[src/hdl/ckht_pkg.sv]
// Shared types, constants and codes for the chroma key trimap block.
`timescale 1ns / 1ps
`default_nettype none

package ckht_pkg;

  // Field and register widths
  localparam int unsigned CHAN_W  = 8;
  localparam int unsigned KEY_W   = 8;
  localparam int unsigned TOL_W   = 17;
  localparam int unsigned CLASS_W = 2;
  localparam int unsigned CFG_IDX_W  = 2;
  localparam int unsigned CFG_DATA_W = 17;

  // Divider geometry: 8 quotient bits, one per stage
  localparam int unsigned NUM_W = 17;
  localparam int unsigned DEN_W = 9;
  localparam int unsigned QUO_W = 8;

  // Hue path widths
  localparam int unsigned HUE_X_W = 11;
  localparam int unsigned DIST_W  = 7;

  // Width of the fixed-point threshold compares
  localparam int unsigned CMP_W = 26;
  localparam int unsigned FRAC_BITS = 16;

  // Pipeline: two front stages, the divider stages, hue finish, classify
  localparam int unsigned NUM_STAGES = 2 + QUO_W + 2;
  localparam int unsigned DIV_FIRST  = 2;

  // Arithmetic constants
  localparam int unsigned ONE_Q16   = 65536;
  localparam int unsigned HUE_SPAN  = 180;
  localparam int unsigned HUE_HALF  = 90;
  localparam int unsigned HUE_MAX   = 179;
  localparam int unsigned SAT_SCALE = 255;
  localparam int unsigned V_MINIMUM = 13;
  localparam int unsigned RED_SHIFT = 30;
  localparam int unsigned RED_WRAP  = 150;

  // Register reset values
  localparam int unsigned KEY_HUE_RST = 60;
  localparam int unsigned BG_TOL_RST  = 6554;
  localparam int unsigned FG_TOL_RST  = 16384;
  localparam int unsigned SAT_MIN_RST = 19661;

  // Register indexes
  typedef enum logic [CFG_IDX_W-1:0] {
    CFG_KEY_HUE = 2'd0,
    CFG_BG_TOL  = 2'd1,
    CFG_FG_TOL  = 2'd2,
    CFG_SAT_MIN = 2'd3
  } cfg_index_e;

  // Output class codes
  typedef enum logic [CLASS_W-1:0] {
    CLASS_BACKGROUND = 2'd0,
    CLASS_UNKNOWN    = 2'd1,
    CLASS_FOREGROUND = 2'd2
  } pixel_class_e;

  // Key hue and scaled thresholds for the hue finish and classify stages
  typedef struct packed {
    logic [KEY_W-1:0] key_hue;
    logic [CMP_W-1:0] bg_limit;
    logic [CMP_W-1:0] bg_wide_limit;
    logic [CMP_W-1:0] fg_limit;
    logic [CMP_W-1:0] sat_limit;
  } cfg_t;

  // Flags that ride alongside the divider stages
  typedef struct packed {
    logic diff_zero;
    logic red_max;
    logic v_ok;
  } side_t;

endpackage

`default_nettype wire

[src/hdl/chroma_key_hsv_trimap.sv]
// Top level of the HSV chroma key trimap classifier.
`timescale 1ns / 1ps
`default_nettype none

// Classifies one BGR pixel per transaction as background, unknown or
// foreground against a configured key hue. The pixel is turned into 8-bit
// HSV (V the channel maximum, S = 255*(V-min)/V, H in 0..179, both rounded
// to nearest), the circular hue distance to the key is taken, and the
// distance and saturation are compared against the tolerance registers.
// Throughput is one pixel per clock while the output is not stalled.
// There are 12 register stages. The depth is set by the two 8-stage
// dividers (saturation and hue) that run side by side, plus two front
// stages (max/min, numerators) and two back stages (hue finish, threshold
// compare). Every stage has its own valid bit and moves on whenever the
// stage after it is empty or moving, so bubbles close up under output
// stall and the input is held off only when all twelve stages are full.
// There is no state between pixels. The user must write the registers
// through the plain write port only while no pixel is in flight; the
// block does not enforce this. A write takes effect for pixels accepted
// from the next cycle on.
module chroma_key_hsv_trimap import ckht_pkg::*; (
  input  wire logic                  clk_i,
  input  wire logic                  rst_ni,
  // Configuration write port
  input  wire logic                  cfg_we_i,
  input  wire logic [CFG_IDX_W-1:0]  cfg_index_i,
  input  wire logic [CFG_DATA_W-1:0] cfg_data_i,
  // Pixel input channel
  input  wire logic                  in_valid_i,
  output logic                       in_stall_o,
  input  wire logic [CHAN_W-1:0]     blue_i,
  input  wire logic [CHAN_W-1:0]     green_i,
  input  wire logic [CHAN_W-1:0]     red_i,
  // Class output channel
  output logic                       out_valid_o,
  input  wire logic                  out_stall_i,
  output logic [CLASS_W-1:0]         pixel_class_o
);

  typedef enum logic [1:0] {
    SEL_RED   = 2'd0,
    SEL_GREEN = 2'd1,
    SEL_BLUE  = 2'd2
  } max_sel_e;

  cfg_t cfg;

  // Per-stage valid bits and the ready chain running back from the output
  logic [NUM_STAGES-1:0] vld_q;
  logic [NUM_STAGES:0]   rdy;

  assign rdy[NUM_STAGES] = !out_stall_i;
  for (genvar k = 0; k < NUM_STAGES; k++) begin : g_rdy
    assign rdy[k] = !vld_q[k] || rdy[k+1];
  end

  always_ff @(posedge clk_i or negedge rst_ni) begin
    if (!rst_ni) begin
      vld_q <= '0;
    end else begin
      if (rdy[0]) begin
        vld_q[0] <= in_valid_i;
      end
      for (int k = 1; k < NUM_STAGES; k++) begin
        if (rdy[k]) begin
          vld_q[k] <= vld_q[k-1];
        end
      end
    end
  end

  assign in_stall_o = !rdy[0];

  ckht_cfg u_cfg (
    .clk_i       (clk_i),
    .rst_ni      (rst_ni),
    .cfg_we_i    (cfg_we_i),
    .cfg_index_i (cfg_index_i),
    .cfg_data_i  (cfg_data_i),
    .cfg_o       (cfg)
  );

  // ---------------------------------------------------------------------
  // Stage 0: channel maximum, minimum and spread; pick the hue sector.
  // Red wins ties over green, green over blue.
  // ---------------------------------------------------------------------
  logic [CHAN_W-1:0] v_d, mn_d;
  max_sel_e          sel_d;
  logic [CHAN_W-1:0] v0_q, diff0_q, b0_q, g0_q, r0_q;
  max_sel_e          sel0_q;

  always_comb begin
    if (red_i >= green_i && red_i >= blue_i) begin
      sel_d = SEL_RED;
      v_d   = red_i;
    end else if (green_i >= blue_i) begin
      sel_d = SEL_GREEN;
      v_d   = green_i;
    end else begin
      sel_d = SEL_BLUE;
      v_d   = blue_i;
    end
    mn_d = red_i;
    if (green_i < mn_d) mn_d = green_i;
    if (blue_i < mn_d)  mn_d = blue_i;
  end

  always_ff @(posedge clk_i) begin
    if (rdy[0]) begin
      v0_q    <= v_d;
      diff0_q <= v_d - mn_d;
      sel0_q  <= sel_d;
      b0_q    <= blue_i;
      g0_q    <= green_i;
      r0_q    <= red_i;
    end
  end

  // ---------------------------------------------------------------------
  // Stage 1: divider operands. Round-half-up n/d is floor((2n+d)/(2d)).
  //   S: n = 255*diff, d = V.
  //   H: n = 30*x, d = diff, with x offset so it never goes negative.
  // A zero divisor is replaced by one; those cases are fixed up later.
  // ---------------------------------------------------------------------
  logic [HUE_X_W-1:0] hue_x;
  logic [NUM_W-1:0]   num_s_d, num_h_d, num_s_q, num_h_q;
  logic [DEN_W-1:0]   den_s_d, den_h_d, den_s_q, den_h_q;
  side_t              side_d, side1_q;

  always_comb begin
    case (sel0_q)
      SEL_RED:   hue_x = HUE_X_W'(g0_q) + HUE_X_W'(diff0_q) - HUE_X_W'(b0_q);
      SEL_GREEN: hue_x = HUE_X_W'(b0_q) + (HUE_X_W'(diff0_q) << 1) - HUE_X_W'(r0_q);
      SEL_BLUE:  hue_x = HUE_X_W'(r0_q) + (HUE_X_W'(diff0_q) << 2) - HUE_X_W'(g0_q);
      default:   hue_x = '0;
    endcase

    // 2*255*diff + V and 2*30*x + diff
    num_s_d = (NUM_W'(diff0_q) << 9) - (NUM_W'(diff0_q) << 1) + NUM_W'(v0_q);
    num_h_d = (NUM_W'(hue_x) << 6) - (NUM_W'(hue_x) << 2) + NUM_W'(diff0_q);

    den_s_d = (v0_q == '0)    ? DEN_W'(1) : {v0_q, 1'b0};
    den_h_d = (diff0_q == '0) ? DEN_W'(1) : {diff0_q, 1'b0};

    side_d.diff_zero = (diff0_q == '0);
    side_d.red_max   = (sel0_q == SEL_RED);
    side_d.v_ok      = (v0_q >= CHAN_W'(V_MINIMUM));
  end

  always_ff @(posedge clk_i) begin
    if (rdy[1]) begin
      num_s_q <= num_s_d;
      den_s_q <= den_s_d;
      num_h_q <= num_h_d;
      den_h_q <= den_h_d;
      side1_q <= side_d;
    end
  end

  // ---------------------------------------------------------------------
  // Stages 2..9: saturation and hue dividers side by side; flags follow.
  // ---------------------------------------------------------------------
  logic [QUO_W-1:0] div_en;
  logic [QUO_W-1:0] sat_quot, hue_quot;
  side_t            side_q [QUO_W];

  assign div_en = rdy[DIV_FIRST +: QUO_W];

  ckht_div u_div_sat (
    .clk_i  (clk_i),
    .en_i   (div_en),
    .num_i  (num_s_q),
    .den_i  (den_s_q),
    .quot_o (sat_quot)
  );

  ckht_div u_div_hue (
    .clk_i  (clk_i),
    .en_i   (div_en),
    .num_i  (num_h_q),
    .den_i  (den_h_q),
    .quot_o (hue_quot)
  );

  always_ff @(posedge clk_i) begin
    if (div_en[0]) begin
      side_q[0] <= side1_q;
    end
    for (int j = 1; j < QUO_W; j++) begin
      if (div_en[j]) begin
        side_q[j] <= side_q[j-1];
      end
    end
  end

  // ---------------------------------------------------------------------
  // Stage 10: finish the hue, take the folded distance to the key hue.
  // A grey pixel has hue 0; the red sector undoes its +30 offset.
  // ---------------------------------------------------------------------
  side_t             side_div;
  logic [QUO_W-1:0]  hue;
  logic [KEY_W-1:0]  dist_raw, dist_fold;
  logic [DIST_W-1:0] dist_q;
  logic [QUO_W-1:0]  sat_q;
  logic              v_ok_q;

  assign side_div = side_q[QUO_W-1];

  always_comb begin
    if (side_div.diff_zero) begin
      hue = '0;
    end else if (side_div.red_max) begin
      hue = (hue_quot >= QUO_W'(RED_SHIFT)) ? (hue_quot - QUO_W'(RED_SHIFT))
                                             : (hue_quot + QUO_W'(RED_WRAP));
    end else begin
      hue = hue_quot;
    end
    dist_raw  = (hue > cfg.key_hue) ? (hue - cfg.key_hue) : (cfg.key_hue - hue);
    dist_fold = (dist_raw > KEY_W'(HUE_HALF)) ? (KEY_W'(HUE_SPAN) - dist_raw) : dist_raw;
  end

  always_ff @(posedge clk_i) begin
    if (rdy[DIV_FIRST + QUO_W]) begin
      dist_q <= dist_fold[DIST_W-1:0];
      sat_q  <= sat_quot;
      v_ok_q <= side_div.v_ok;
    end
  end

  // ---------------------------------------------------------------------
  // Stage 11: exact fixed-point compares against the scaled limits, then
  // the trimap decision; this register is the output.
  // ---------------------------------------------------------------------
  logic [CMP_W-1:0] dist_scaled, sat_scaled;
  logic             hue_close, far_key, beyond_wide, sat_ok;
  pixel_class_e     class_d, class_q;

  always_comb begin
    dist_scaled = CMP_W'(dist_q) << FRAC_BITS;
    sat_scaled  = CMP_W'(sat_q) << FRAC_BITS;
    hue_close   = (dist_scaled <= cfg.bg_limit);
    far_key     = (dist_scaled > cfg.fg_limit);
    beyond_wide = (dist_scaled > cfg.bg_wide_limit);
    sat_ok      = (sat_scaled >= cfg.sat_limit);

    if (hue_close && sat_ok && v_ok_q) begin
      class_d = CLASS_BACKGROUND;
    end else if (far_key || (!sat_ok && beyond_wide)) begin
      class_d = CLASS_FOREGROUND;
    end else begin
      class_d = CLASS_UNKNOWN;
    end
  end

  always_ff @(posedge clk_i) begin
    if (rdy[NUM_STAGES-1]) begin
      class_q <= class_d;
    end
  end

  assign out_valid_o   = vld_q[NUM_STAGES-1];
  assign pixel_class_o = class_q;

endmodule

`default_nettype wire

[src/hdl/ckht_cfg.sv]
// Configuration registers with clamping and pre-scaled compare limits.
`timescale 1ns / 1ps
`default_nettype none

module ckht_cfg import ckht_pkg::*; (
  input  wire logic                  clk_i,
  input  wire logic                  rst_ni,
  input  wire logic                  cfg_we_i,
  input  wire logic [CFG_IDX_W-1:0]  cfg_index_i,
  input  wire logic [CFG_DATA_W-1:0] cfg_data_i,
  output cfg_t                       cfg_o
);

  logic [KEY_W-1:0] key_q;
  logic [TOL_W-1:0] bg_q, fg_q, sm_q;
  logic [TOL_W-1:0] bg_clamp, fg_clamp, sm_clamp;
  logic [KEY_W-1:0] key_clamp;
  cfg_t             lim_d, lim_q;

  always_ff @(posedge clk_i or negedge rst_ni) begin
    if (!rst_ni) begin
      key_q <= KEY_W'(KEY_HUE_RST);
      bg_q  <= TOL_W'(BG_TOL_RST);
      fg_q  <= TOL_W'(FG_TOL_RST);
      sm_q  <= TOL_W'(SAT_MIN_RST);
    end else if (cfg_we_i) begin
      unique case (cfg_index_e'(cfg_index_i))
        CFG_KEY_HUE: key_q <= cfg_data_i[KEY_W-1:0];
        CFG_BG_TOL:  bg_q  <= cfg_data_i[TOL_W-1:0];
        CFG_FG_TOL:  fg_q  <= cfg_data_i[TOL_W-1:0];
        CFG_SAT_MIN: sm_q  <= cfg_data_i[TOL_W-1:0];
        default: ;
      endcase
    end
  end

  // Clamp tolerances to 1.0 and the key hue to the top of the hue range
  assign bg_clamp  = (bg_q > TOL_W'(ONE_Q16)) ? TOL_W'(ONE_Q16) : bg_q;
  assign fg_clamp  = (fg_q > TOL_W'(ONE_Q16)) ? TOL_W'(ONE_Q16) : fg_q;
  assign sm_clamp  = (sm_q > TOL_W'(ONE_Q16)) ? TOL_W'(ONE_Q16) : sm_q;
  assign key_clamp = (key_q > KEY_W'(HUE_MAX)) ? KEY_W'(HUE_MAX) : key_q;

  always_comb begin
    lim_d.key_hue       = key_clamp;
    lim_d.bg_limit      = CMP_W'(bg_clamp) * CMP_W'(HUE_SPAN);
    lim_d.bg_wide_limit = CMP_W'(bg_clamp) * CMP_W'(2 * HUE_SPAN);
    lim_d.fg_limit      = CMP_W'(fg_clamp) * CMP_W'(HUE_SPAN);
    lim_d.sat_limit     = CMP_W'(sm_clamp) * CMP_W'(SAT_SCALE);
  end

  // Register the scaled limits so the multiplies stay off the pixel path
  always_ff @(posedge clk_i or negedge rst_ni) begin
    if (!rst_ni) begin
      lim_q.key_hue       <= KEY_W'(KEY_HUE_RST);
      lim_q.bg_limit      <= CMP_W'(BG_TOL_RST * HUE_SPAN);
      lim_q.bg_wide_limit <= CMP_W'(BG_TOL_RST * 2 * HUE_SPAN);
      lim_q.fg_limit      <= CMP_W'(FG_TOL_RST * HUE_SPAN);
      lim_q.sat_limit     <= CMP_W'(SAT_MIN_RST * SAT_SCALE);
    end else begin
      lim_q <= lim_d;
    end
  end

  assign cfg_o = lim_q;

endmodule

`default_nettype wire

[src/hdl/ckht_div.sv]
// Pipelined restoring divider, one quotient bit per stage.
`timescale 1ns / 1ps
`default_nettype none

module ckht_div import ckht_pkg::*; (
  input  wire logic             clk_i,
  input  wire logic [QUO_W-1:0] en_i,
  input  wire logic [NUM_W-1:0] num_i,
  input  wire logic [DEN_W-1:0] den_i,
  output logic      [QUO_W-1:0] quot_o
);

  logic [NUM_W-1:0] rem_q [QUO_W];
  logic [DEN_W-1:0] den_q [QUO_W];
  logic [QUO_W-1:0] quo_q [QUO_W];

  for (genvar j = 0; j < QUO_W; j++) begin : g_stage
    logic [NUM_W-1:0] rem_in, trial;
    logic [DEN_W-1:0] den_in;
    logic [QUO_W-1:0] quo_in;
    logic             take;

    if (j == 0) begin : g_head
      assign rem_in = num_i;
      assign den_in = den_i;
      assign quo_in = '0;
    end else begin : g_body
      assign rem_in = rem_q[j-1];
      assign den_in = den_q[j-1];
      assign quo_in = quo_q[j-1];
    end

    // Quotient is known to fit, so the shifted divisor never overflows
    assign trial = NUM_W'(den_in) << (QUO_W - 1 - j);
    assign take  = (rem_in >= trial);

    always_ff @(posedge clk_i) begin
      if (en_i[j]) begin
        rem_q[j] <= take ? (rem_in - trial) : rem_in;
        den_q[j] <= den_in;
        quo_q[j] <= quo_in | (take ? (QUO_W'(1) << (QUO_W - 1 - j)) : QUO_W'(0));
      end
    end
  end

  assign quot_o = quo_q[QUO_W-1];

endmodule

`default_nettype wire

[config.mk]
export PLATFORM = sky130hd
export DESIGN_NAME = chroma_key_hsv_trimap
export DESIGN_NICKNAME = d
export VERILOG_FILES = /design/src/hdl/ckht_pkg.sv /design/src/hdl/chroma_key_hsv_trimap.sv /design/src/hdl/ckht_cfg.sv /design/src/hdl/ckht_div.sv
export SDC_FILE = /design/constraint.sdc
export NUM_CORES = 2
export LEC_CHECK = 0
export ABC_CLOCK_PERIOD_IN_PS = 4700
export BUFFER_PORTS_ARGS = -buffer_cell sky130_fd_sc_hd__buf_2
export CORE_ASPECT_RATIO = 0.7
export CORE_MARGIN = 2
export CORE_UTILIZATION = 50
export DETAILED_ROUTE_END_ITERATION = 10
export PLACE_DENSITY = 0.76
export RECOVER_POWER = 100
export SETUP_SLACK_MARGIN = 0.05
export SLEW_MARGIN = 30
export SYNTH_ARGS = -nofsm -noshare
export SYNTH_HDL_FRONTEND = slang
export SYNTH_SLANG_ARGS = --single-unit
[constraint.sdc]
create_clock -name clk_i -period 4.7 [get_ports clk_i]
set_input_delay 0.94 -clock clk_i [delete_from_list [all_inputs] [get_ports clk_i]]
set_output_delay 0.94 -clock clk_i [all_outputs]
set_load 0.01 [all_outputs]
After elaboration in Yosys (flattened, before gate mapping) --
Memory sizes are Yosys's and may differ from the RTL's. A register that Yosys moved wholly into a read port is not among the register bits. Index checks and enable logic that the tools add are counted.
Word-level totals: memories 7, register bits 280, memory bits (writable) 568, output and inout bits 4, logic and storage cells 240
Memories:
- u_div_hue.rem_q | words 8, bits a word 17, read ports 7, clocked after Yosys merged registers in 0, wr ports 8, RTL line ckht_div.sv:13 | logic [NUM_W-1:0] rem_q [QUO_W];
- u_div_sat.rem_q | words 8, bits a word 17, read ports 7, clocked after Yosys merged registers in 0, wr ports 8, RTL line ckht_div.sv:13
- u_div_hue.den_q | words 8, bits a word 9, read ports 7, clocked after Yosys merged registers in 0, wr ports 8, RTL line ckht_div.sv:14 | logic [DEN_W-1:0] den_q [QUO_W];
- u_div_sat.den_q | words 8, bits a word 9, read ports 7, clocked after Yosys merged registers in 0, wr ports 8, RTL line ckht_div.sv:14
- u_div_hue.quo_q | words 8, bits a word 8, read ports 8, clocked after Yosys merged registers in 0, wr ports 8, RTL line ckht_div.sv:15 | logic [QUO_W-1:0] quo_q [QUO_W];
- u_div_sat.quo_q | words 8, bits a word 8, read ports 8, clocked after Yosys merged registers in 1, wr ports 8, RTL line ckht_div.sv:15
- 1 more memories
Operators by class: $add $sub $neg 32, bitwise logic cells 14, reduce and logical (&&, ||, !) cells 40, eq/ne operators 5, $mul 4, $lt $le $gt $ge 33, muxes and demuxes 66
Operators with widths (count):
- $mux 17 | 19
- $or 8x8->8 | 14
- $mux 8 | 11
- $mul 17x6->23 const B | 3
- $gt 17x17->1 const B | 3
- $sub 17x13->17 | 3
- $sub 17x9->17 | 3
- $add 17x8->17 | 2
- $ge 17x10->1 | 2
- $ge 17x11->1 | 2
- $ge 17x12->1 | 2
- $ge 17x13->1 | 2
- $ge 17x14->1 | 2
- $ge 17x15->1 | 2
- $ge 17x16->1 | 2
- $ge 17x9->1 | 2
- $sub 17x10->17 | 2
- $sub 17x11->17 | 2
- $sub 17x12->17 | 2
- $sub 17x14->17 | 2
- $sub 17x15->17 | 2
- $sub 17x16->17 | 2
- $pmux 11 s3 | 1
- $gt 23x26->1 | 1
- 36 further kinds | 106

Logic depth before layout (Yosys ltp) --
depth in word-level cells 14, gate-level depth with buffers 26, depth with buffers taken out 26

By module --
A second synthesis with hierarchy kept.
Second synthesis, totals: cell total of the unflattened synthesis 4096, area, all modules 45707.6 um^2
By module, submodules not included:
- ckht_cfg | times used 1, area an instance 12165.4 um^2, seq. area each 3503.4 um^2, cells each 1177
- chroma_key_hsv_trimap | times used 1, area an instance 11348.4 um^2, seq. area each 4444.3 um^2, cells each 1127
- ckht_div (u_div_hue) | times used 1, area an instance 11136.9 um^2, seq. area each 6546.3 um^2, cells each 903
- ckht_div (u_div_sat) | times used 1, area an instance 11056.9 um^2, seq. area each 6546.3 um^2, cells each 889

Worst setup path after synthesis --
Ideal clock, no wire load.
path type input -> register, from input port red_i[1], to register diff0_q[7], data pin, required time 4439 ps, stages 25, path slack -713 ps, setup time 261 ps, arrival 5152 ps, path through inv_1 > ha_1 > nor2b_1 > o21a_1 > o21ai_0 > a21o_1 > nand2_1 > mux2_2 > inv_1 > ha_1 > or2_2 > a21oi_1 > a21oi_1 > a31oi_2 > nor2_1 > a21o_1 > ha_1 > nor2b_1 > o21ai_0 > nand2b_1 > a21o_1 > a21oi_1 > o21ai_0 > xnor2_1 > xnor2_1
Between the ends: word-level cells in the longest chain between the ends 5, elaborated cells between the ends (all ways) 9
RTL lines:
- start: declaration | RTL line chroma_key_hsv_trimap.sv:33 | input wire logic [CHAN_W-1:0] red_i,
- $lt 8x8->1 | RTL line chroma_key_hsv_trimap.sv:104 | if (green_i < mn_d) mn_d = green_i;
- $mux 8 | RTL line chroma_key_hsv_trimap.sv:104
- $lt 8x8->1 | RTL line chroma_key_hsv_trimap.sv:105 | if (blue_i < mn_d) mn_d = blue_i;
- $mux 8 | RTL line chroma_key_hsv_trimap.sv:105
- $sub 8x8->8 (*) | RTL line chroma_key_hsv_trimap.sv:111 | diff0_q <= v_d - mn_d;
- end signal: assignment | RTL line chroma_key_hsv_trimap.sv:111
- end: declaration | RTL line chroma_key_hsv_trimap.sv:89 | logic [CHAN_W-1:0] v0_q, diff0_q, b0_q, g0_q, r0_q;
Every way passes the cells marked *; elsewhere a longest branch is shown, timed or not. A chain may end at the register's enable or synchronous reset.

==> impl_metrics.csv <==
group,metric,value,unit
cts,cts_tree,"built",
route,routed_wl,96.7,mm
final_layout,fin_nets,5080,
floorplanning,dieWidth,360,µm
floorplanning,start_util,50.5,%
yosys,syn_area,44500,µm²
floorplanning,die_area,91400,µm²
cts,clk_pin_slew,0.06,ns
yosys,async_reset_ff_share,20.9,%
cts,postCtsHoldBufs,0,
worst_setup_path,critPathRequiredTime,5.23,ns
route,vias,30410,
route,drcViolationCount,0,
yosys,synth_top_family_by_area,"adder cells",
yosys,synth_compound_area_share,9.60,%
floorplanning,core,88100,µm²
cts,cts_root_buf,"clkbuf_16",
run_status,status,"finished with violations",
floorplanning,ioPinCount,52,
timing,setup_slack,-0.282,ns
grt,antenna_found_initial,0,
timing,tns,-2.86,ns
grt,grt_max_degree,83,
yosys,ys_warn_count,0,
yosys,avgSynthCellArea,11.2,µm²
yosys,synth-seq-area-share,46.8,%
timing,rsz0062_at_grt,"true",
cts,cts_max_level,3,
run_status,violations,"capacitance limit, slew limit, setup timing",
timing,final.period_utilization,106,%
route,drt_first_pass_iters,5,
worst_setup_path,end_kind,"flip-flop",
timing,max_slew_margin,-62.9,%
yosys,ys_seq_elements,717,
run,maxCapViolations,11,
yosys,synth-simple-area-share,10.4,%
yosys,yosys.area.top_type_share,38.3,%
floorplanning,die_h,254,µm
final_layout,synthToLayoutAreaGrowth,18.8,%
worst_setup_path,critical_path.max_fanout,6,
place,gp_congestion,0.886,
cts,cts_inserted_buffers,71,
cts,clkSinkCount,717,
yosys,synth.mux.area_fraction,3.09,%
yosys,syn_inst,3967,
yosys,synth_nets,4606,
final_layout,drive_gt1_share,20.5,%
final_layout,antenna_cells,0,
timing,skew,0.0148,ns
yosys,synth_fa_ha_area_share,19.4,%
place,post-place-ws,-0.594,ns
yosys,yosysMostFrequentCell,"inv_1",
cts,clock_path_buffers,3,
floorplanning,rows,91,
route,drt_iter0_markers,2471,
yosys,synth_cell_types,89,
yosys,synth-edff-count,567,
grt,gr-total-overflow,0,
place,portBuffers,51,
cts,clock_latency,0.63,ns
yosys,synth_xor_area_share,4.72,%
timing,finalCriticalPeriod,4.98,ns
timing,hold_viol,0,
worst_setup_path,cp.arrival,5.52,ns
yosys,synthTopCellsByArea,"edfxtp_1 38%, ha_1 12%, fa_1 7.3%",
grt,grt_pass1_wl,157,mm
grt,grt_util_all_layers,21.1,%
worst_setup_path,criticalPathCategory,"flip-flop to flip-flop",
route,final_antenna_net_count,0,
worst_setup_path,crit_path_start_kind,"flip-flop",
grt,grt_pass1_vias,30265,
timing,clock.fmax,201,MHz
place,place_hpwl,71.2,mm
worst_setup_path,rrSetupSlack,-0.28,ns
worst_hold_path,hold_class,"flip-flop to flip-flop",
timing,setup_viol,20,
route,post_drt_wl_per_cell,17.1,µm
timing,drv_slew,458,
route,viasPerCell,5.37,
yosys,netlist_top_cells_count,"647 x inv_1, 567 x edfxtp_1, 429 x ha_1",
timing,tightest_slew,2.44,ns
yosys,synth_flop_cell,"edfxtp_1",
yosys,synth_top_cell_by_area,"edfxtp_1",
final_layout,final_util,59.9,%
==> worst max-delay path, stage by stage, from the launching register on <==
cell and delay [ns]:
dfrtp_1 0.41, nor4_4 0.29, nand4_1 0.15, buf_6 0.18, a21oi_4 0.14, ha_4 0.13, a21o_1 0.09, inv_1 0.05
fa_1 0.50, inv_2 0.05, fa_1 0.57, inv_2 0.05, fa_1 0.53, inv_2 0.06, ha_4 0.27, o21a_1 0.13
o21ai_2 0.07, o31a_1 0.31, a211oi_2 0.32, o31a_1 0.28, o21ai_2 0.10, xnor2_1 0.19
==> what timing repair did <==
action                     in CTS  in global routing
resized for setup             148                161
pin swaps                     127                119
setup buffers                  29                 41
setup endpoints to repair      30                 38
==> cell type report <==
class	instances	area [µm²]
clock inverter	43	420
fill	6737	35300
clock buffer	86	1880
inverter	651	2470
multi-input combinational	2546	22600
sequential	717	20800
tap	1162	1450
timing repair buffer	454	3160
==> cell usage in the layout (no fill, tap or decap), drive strengths merged, types with 11 or more instances in the layout <==
cell    Yosys  final
inv       650    654
edfxtp    567    567
ha        429    429
buf         6    382
nor2      249    249
a21oi     223    223
nand2     187    187
xnor2     173    173
fa        162    162
o21ai     160    160
clkbuf     47    158
dfrtp     110    110
mux2      104    104
nor2b      99     99
nand2b     65     65
xor2       65     65
nor3       59     59
a21o       55     55
o21a       48     48
nor4       47     47
nand3      46     46
a21boi     41     41
dfstp      40     40
nand4      37     37
clkinv      1     30
a211oi     25     25
or2        23     23
or3        21     21
mux2i      20     20
a31oi      18     18
and2       15     15
or4        14     14
o21bai     13     13
and3       12     12
nor4b      12     12
o31ai      11     11
==> stage by stage <==
step,area (µm²),instances,hold WS [ns]
after floorplan,44800,3967,0.400
after CTS,52100,5618,0.380
after global routing,52800,5659,0.407
after global placement,48900,5460,0.401
final,52800,5659,0.408
after detailed placement,48900,5461,0.405
==> worst paths after layout <==
kind | from | depth (start not counted) | to
min reg2reg | side1_q[0] | 0 | side_q[0][0]
max reg2reg | u_cfg.sm_q[13] | 21 | u_cfg.cfg_o[21]
min | side1_q[0] | 0 | side_q[0][0]
max | u_cfg.sm_q[13] | 21 | u_cfg.cfg_o[21]
max in group asynchronous | rst_ni | 2 | u_cfg.cfg_o[104]
min in group asynchronous | rst_ni | 1 | u_cfg.sm_q[16]
==> state kept, by name (all words and copies together), names as in the netlist, 9 cells and up <==
signal,flops
u_div_hue.rem_q,119
u_div_sat.rem_q,119
u_cfg.cfg_o,79
u_div_hue.den_q,63
u_div_sat.den_q,63
u_div_hue.quo_q,36
u_div_sat.quo_q,36
num_h_q,17
num_s_q,17
side_q,17
u_cfg.bg_q,17
u_cfg.fg_q,17
u_cfg.sm_q,17
vld_q,12
den_h_q,9
den_s_q,9
==> cell families (layout without fill, tap and decap cells) <==
group,count (synthesis),count (layout)
and+or+nand+nor,913,913
DFF,717,717
buffers and inverters,704,1234
AOI/OAI and AO/OA,677,677
adders and majority gates,594,594
xor gates and xnor gates,238,238
muxes,124,124
==> layer usage <==
layer / global-route usage, % / up-vias / wire [µm]
met3: 2.69 / 131 / 4960
met5: 0 / - / 0
met1: 31.9 / 14758 / 47500
li1: - / 14741 / -
met2: 32.7 / 780 / 42500
met4: 4.35 / 0 / 1790
Power is left out: the tool's default activity adds up to more than one toggle a clock period on the data nets, which glitch-free logic cannot reach.
